===== src/rtl/core/mtt_pkg.sv =====
// ----------------------------------------------------------------------------
// mtt_pkg
// Shared types and constants of the move-towards-target limiter.
// ----------------------------------------------------------------------------
package mtt_pkg;

  localparam int FRAC_BITS_DEF = 16;
  localparam int SPEED_W = 31;
  localparam int DT_W    = 16;
  localparam int VAL_W   = 32;
  localparam int DIFF_W  = 33;
  localparam int SQ_W    = 66;
  localparam int ROOT_W  = 33;
  localparam int STEP_W  = 31;
  localparam int PROD_W  = 64;
  localparam int CNT_W   = 7;

  typedef enum logic [1:0] {
    REG_MOVE   = 2'd0,
    REG_SCALE  = 2'd1,
    REG_ROTATE = 2'd2
  } reg_idx_t;

  typedef enum logic [3:0] {
    ST_IDLE,
    ST_LOAD,
    ST_SQ,
    ST_ROOT,
    ST_CHECK,
    ST_MULX,
    ST_DIVX,
    ST_MULY,
    ST_DIVY,
    ST_ROT,
    ST_NEXT,
    ST_OUT
  } state_t;

  typedef struct packed {
    logic       load;
    logic       pair_sel;
    logic       sq;
    logic       root_start;
    logic       root_step;
    logic       check;
    logic       mul_sel_y;
    logic       mul;
    logic       div_start;
    logic       div_step;
    logic       upd_x;
    logic       upd_y;
    logic       rot;
    logic       out_load;
  } cmd_t;

  typedef struct packed {
    logic skip;
    logic snap;
    logic iter_done;
  } status_t;

endpackage


===== src/rtl/core/mtt_ctrl.sv =====
// ----------------------------------------------------------------------------
// mtt_ctrl
// Sequencer for one tick: two pair updates, then the rotation.
// ----------------------------------------------------------------------------
module mtt_ctrl
  import mtt_pkg::*;
(
  input  logic    clk,
  input  logic    rst,
  input  logic    in_fire,
  input  logic    out_free,
  input  status_t sts,
  output cmd_t    cmd,
  output logic    busy
);

  state_t state, state_next;
  logic   pair, pair_next;

  always_ff @(posedge clk) begin
    if (rst) begin
      state <= ST_IDLE;
      pair  <= 1'b0;
    end else begin
      state <= state_next;
      pair  <= pair_next;
    end
  end

  always_comb begin
    state_next = state;
    pair_next  = pair;
    case (state)
      ST_IDLE: if (in_fire) begin
        state_next = ST_LOAD;
        pair_next  = 1'b0;
      end
      ST_LOAD:  state_next = ST_SQ;
      ST_SQ:    state_next = ST_ROOT;
      ST_ROOT:  if (sts.iter_done) state_next = ST_CHECK;
      ST_CHECK: state_next = (sts.skip || sts.snap) ? ST_NEXT : ST_MULX;
      ST_MULX:  state_next = ST_DIVX;
      ST_DIVX:  if (sts.iter_done) state_next = ST_MULY;
      ST_MULY:  state_next = ST_DIVY;
      ST_DIVY:  if (sts.iter_done) state_next = ST_NEXT;
      ST_NEXT: begin
        if (pair) begin
          state_next = ST_ROT;
        end else begin
          pair_next  = 1'b1;
          state_next = ST_SQ;
        end
      end
      ST_ROT:   state_next = ST_OUT;
      ST_OUT:   if (out_free) state_next = ST_IDLE;
      default:  state_next = ST_IDLE;
    endcase
  end

  always_comb begin
    cmd          = '0;
    cmd.pair_sel = pair;
    busy         = (state != ST_IDLE);
    case (state)
      ST_LOAD:  cmd.load = 1'b1;
      ST_SQ: begin
        cmd.sq         = 1'b1;
        cmd.root_start = 1'b1;
      end
      ST_ROOT:  cmd.root_step = 1'b1;
      ST_CHECK: cmd.check = 1'b1;
      ST_MULX: begin
        cmd.mul       = 1'b1;
        cmd.div_start = 1'b1;
      end
      ST_DIVX: begin
        cmd.div_step = 1'b1;
        cmd.upd_x    = sts.iter_done;
      end
      ST_MULY: begin
        cmd.mul       = 1'b1;
        cmd.mul_sel_y = 1'b1;
        cmd.div_start = 1'b1;
      end
      ST_DIVY: begin
        cmd.div_step = 1'b1;
        cmd.upd_y    = sts.iter_done;
      end
      ST_ROT:   cmd.rot = 1'b1;
      ST_OUT:   cmd.out_load = out_free;
      default:  ;
    endcase
  end

endmodule


===== config.mk =====
export PLATFORM = sky130hd
export DESIGN_NAME = mtt_ctrl
export DESIGN_NICKNAME = d
export VERILOG_FILES = /design/src/rtl/core/mtt_pkg.sv /design/src/rtl/core/mtt_ctrl.sv
export SDC_FILE = /design/constraint.sdc
export NUM_CORES = 1
export LEC_CHECK = 0
export BUFFER_PORTS_ARGS = -buffer_cell sky130_fd_sc_hd__buf_2
export CORE_AREA = 2 2 39 41
export CTS_CLUSTER_DIAMETER = 30
export CTS_CLUSTER_SIZE = 12
export DETAILED_ROUTE_END_ITERATION = 16
export DIE_AREA = 0 0 41 43
export PLACE_DENSITY = 0.73
export SLEW_MARGIN = 20
export SYNTH_ARGS = -nofsm -noshare
export SYNTH_HDL_FRONTEND = slang
export SYNTH_SLANG_ARGS = --single-unit

===== constraint.sdc =====
create_clock -name clk -period 2.9 [get_ports clk]
set_clock_uncertainty 0.2 [all_clocks]
set_input_delay 0.145 -clock clk [delete_from_list [all_inputs] [get_ports clk]]
set_output_delay 0.145 -clock clk [all_outputs]
set_load 0.005 [all_outputs]

==> impl_metrics.ini <==
[run_status]
outcome = finished clean

[critical_path]
cpPeakStageDelay_ns = 0.64
critical_path.cell_chain = and2_2 > a32oi_1 > o22a_1 > and2_4 > a32o_1
endpoint_kind = flip-flop
worst_r2r_path_depth = 5
reg2reg_to = state[1]
worstReg2RegStart = state[1]
critPathTopFamily = flip-flops
cp-start-kind = flip-flop
rrSetupSlack_ns = 0.93
critPathSlowestCell = dfxtp_1
cp_num_buf_inv = 0
cp.depth = 5
worstPathRequired_ns = 2.83
crit_end = state[1]
crit_fanout = 16
crit_type = reg -> reg
cp-startpoint = state[1]
cp.arrival_ns = 1.90

[cells_and_area]
fin_nets = 101
fin_cells = 109
design_area_um2 = 631.9
fillers = 149
multi_input_area_um2 = 345.3
area_delta_synth_final_pct = 21.98
fin_util_pct = 45.66
n_antenna_cell = 0
drive_gt1_share_pct = 29.03
regArea_um2 = 100.1

[cts]
htreeDepth = 1
tritoncts = built
clkTransAtPathRegs_ns = 0.05
cts_sinks = 5
clk_latency_ns = 0.26
cts-buffers-inserted = 3
clockBufferDepth = 2
cts_root_buffer = clkbuf_4
cts_resized = 0

[synthesis]
avgSynthCellArea_um2 = 6.907
synthFlopType = dfxtp_1
syn-cell-area_um2 = 518.0
ys_seq_elements = 5
synth_nets = 82
seq_area_frac_synth_pct = 19.32
synth_warnings = 0
synth_edf_count = 0
synthArstFlopShare_pct = 0
ys_types = 32
syn_inst = 75

[drt]
ant_nets = 0
drt_iter0_drc = 15
drtPass1Iterations = 4
detail_route.drc_violations = 0
viasPerCell = 5.431
vias = 592
routed_wl_um = 1286
routedWlPerCell_um = 11.80

[floorplanning]
core_um2 = 1384
die_width_um = 41
dieArea_um2 = 1763
start_util_pct = 37.43
fp-row-count = 14
num_io_pins = 22
die_h_um = 43

[grt]
overflow = 0
grt_pass1_vias = 449
grt_first_pass_wirelength_um = 1883
grt_max_degree = 19
antenna_found_initial = 0
grt_usage_pct = 15.69

[worst_hold_path]
hold_start = in_fire
worstHoldPathType = in -> reg

[pwr]
total_power_mw = 0.4102
power_frac_seq_pct = 34.4
vdd_drop_max_mv = 0.3169
power_leakage_nw = 0.3213
p_int_mw = 0.2283
p_per_area_nw_per_um2 = 649.1
switchingPower_mw = 0.1818
p_sw_share_pct = 44.34
pwr-share-comb_pct = 44.6
p_clk_share_pct = 21.0

[timing]
setup_ws_ns = 0.9327
fin_crit_ns = 1.967
finalSetupTns_ns = 0
fin_crit_sh_pct = 67.84
tightest_slew_ns = 0.5656
whs_ns = 0.09824
clock.fmax_ghz = 0.5083
drv_slew = 0
final_hold_viol_count = 0
maxSlewHeadroom_pct = 62.24
rsz0062_at_grt = no
final-setup-viol-count = 0

[place]
dp_slack_ns = 0.9685
placed_area_um2 = 585.6
dp.cells = 103
gp_congestion = 0.7900
port-buffer-count = 21
hpwl_um = 928.8

[flow_run]
cap_violations = 0
how the worst min path moves through the flow:
stage,endpoint,slack [ns],cells after the start
final,pair,0.1,4
after global routing,pair,0.12,4
after CTS,pair,0.1,4
after detailed placement,pair,0.17,2
after global placement,pair,0.17,2
after floorplan,pair,0.02,1
cells in the mapped netlist, types with 2 or more instances:
library cell	count	area, um^2
nor2_1	13	48.80
dfxtp_1	5	100.1
a21oi_1	4	20.02
and2_1	4	25.02
buf_2	4	20.02
inv_1	4	15.01
o21ai_0	4	20.02
a22oi_1	3	22.52
and3_1	3	18.77
buf_4	3	22.52
nand2_1	3	11.26
a22o_1	2	17.52
a31oi_1	2	12.51
nand3_1	2	10.01
nor2b_1	2	12.51
power groups by stage:
stage	Clock (mW)	Sequential [mW]	Combinational (mW)
after global placement	0	0.139	0.179
after floorplan	0	0.101	0.170
final	0.0860	0.141	0.183
after detailed placement	0	0.141	0.181
after CTS	0.0888	0.140	0.184
after global routing	0.0903	0.144	0.207
worst reg2reg max path: stages (launching register included):
cell	delay, ns
dfxtp_1	0.64
and2_2	0.30
a32oi_1	0.11
o22a_1	0.24
and2_4	0.15
a32o_1	0.21
flip-flops by register name, summed over array words and instances, names as in the netlist:
signal / flops
state: 4
pair: 1
layout by cell type, fill, tap and decap left out, types with 2 or more instances in the layout:
| cell | n |
|---|---|
| buf_2 | 21 |
| nor2_1 | 13 |
| dfxtp_1 | 5 |
| and2_1 | 4 |
| inv_1 | 4 |
| a21oi_1 | 4 |
| o21ai_0 | 4 |
| and3_1 | 3 |
| nand2_1 | 3 |
| a22oi_1 | 3 |
| clkbuf_4 | 3 |
| nor2b_1 | 2 |
| nand3_1 | 2 |
| a31oi_1 | 2 |
| a22o_1 | 2 |
| dlygate4sd3_1 | 2 |
cells by family (layout without fill, tap and decap cells):
family / count (synthesis) / count (layout) / synth area share [%]
AO/OA/AOI/OAI: 23 / 23 / 30.68
XOR/XNOR: 1 / 1 / 1.691
buffers and inverters: 13 / 31 / 14.01
flip-flops: 5 / 5 / 19.32
AND/OR/NAND/NOR: 33 / 33 / 34.30
cell type report:
class / count / area share, %
Tap cell: 16 / 3.168
Sequential cell: 5 / 15.84
Inverter: 4 / 2.376
Multi-Input combinational cell: 57 / 54.65
Timing Repair Buffer: 23 / 19.80
Clock buffer: 4 / 4.158
routing by layer:
layer	vias to the layer above	GRT usage (%)	wire (um)	part of all wire (%)
met2	22	24.38	608	47
met3	2	3.141	68	5.3
met5	-	0	0	0
met1	265	19.42	593	46
li1	303	-	-	-
met4	0	8.000	15	1.2
timing repair:
item / CTS / global route
buffers inserted: 0 / 0
setup endpoints to repair: 0 / 0
hold buffers: 2 / 0
endpoints found under the hold margin: 2 / 0
No activity file was read; power rests on OpenSTA's default activity.
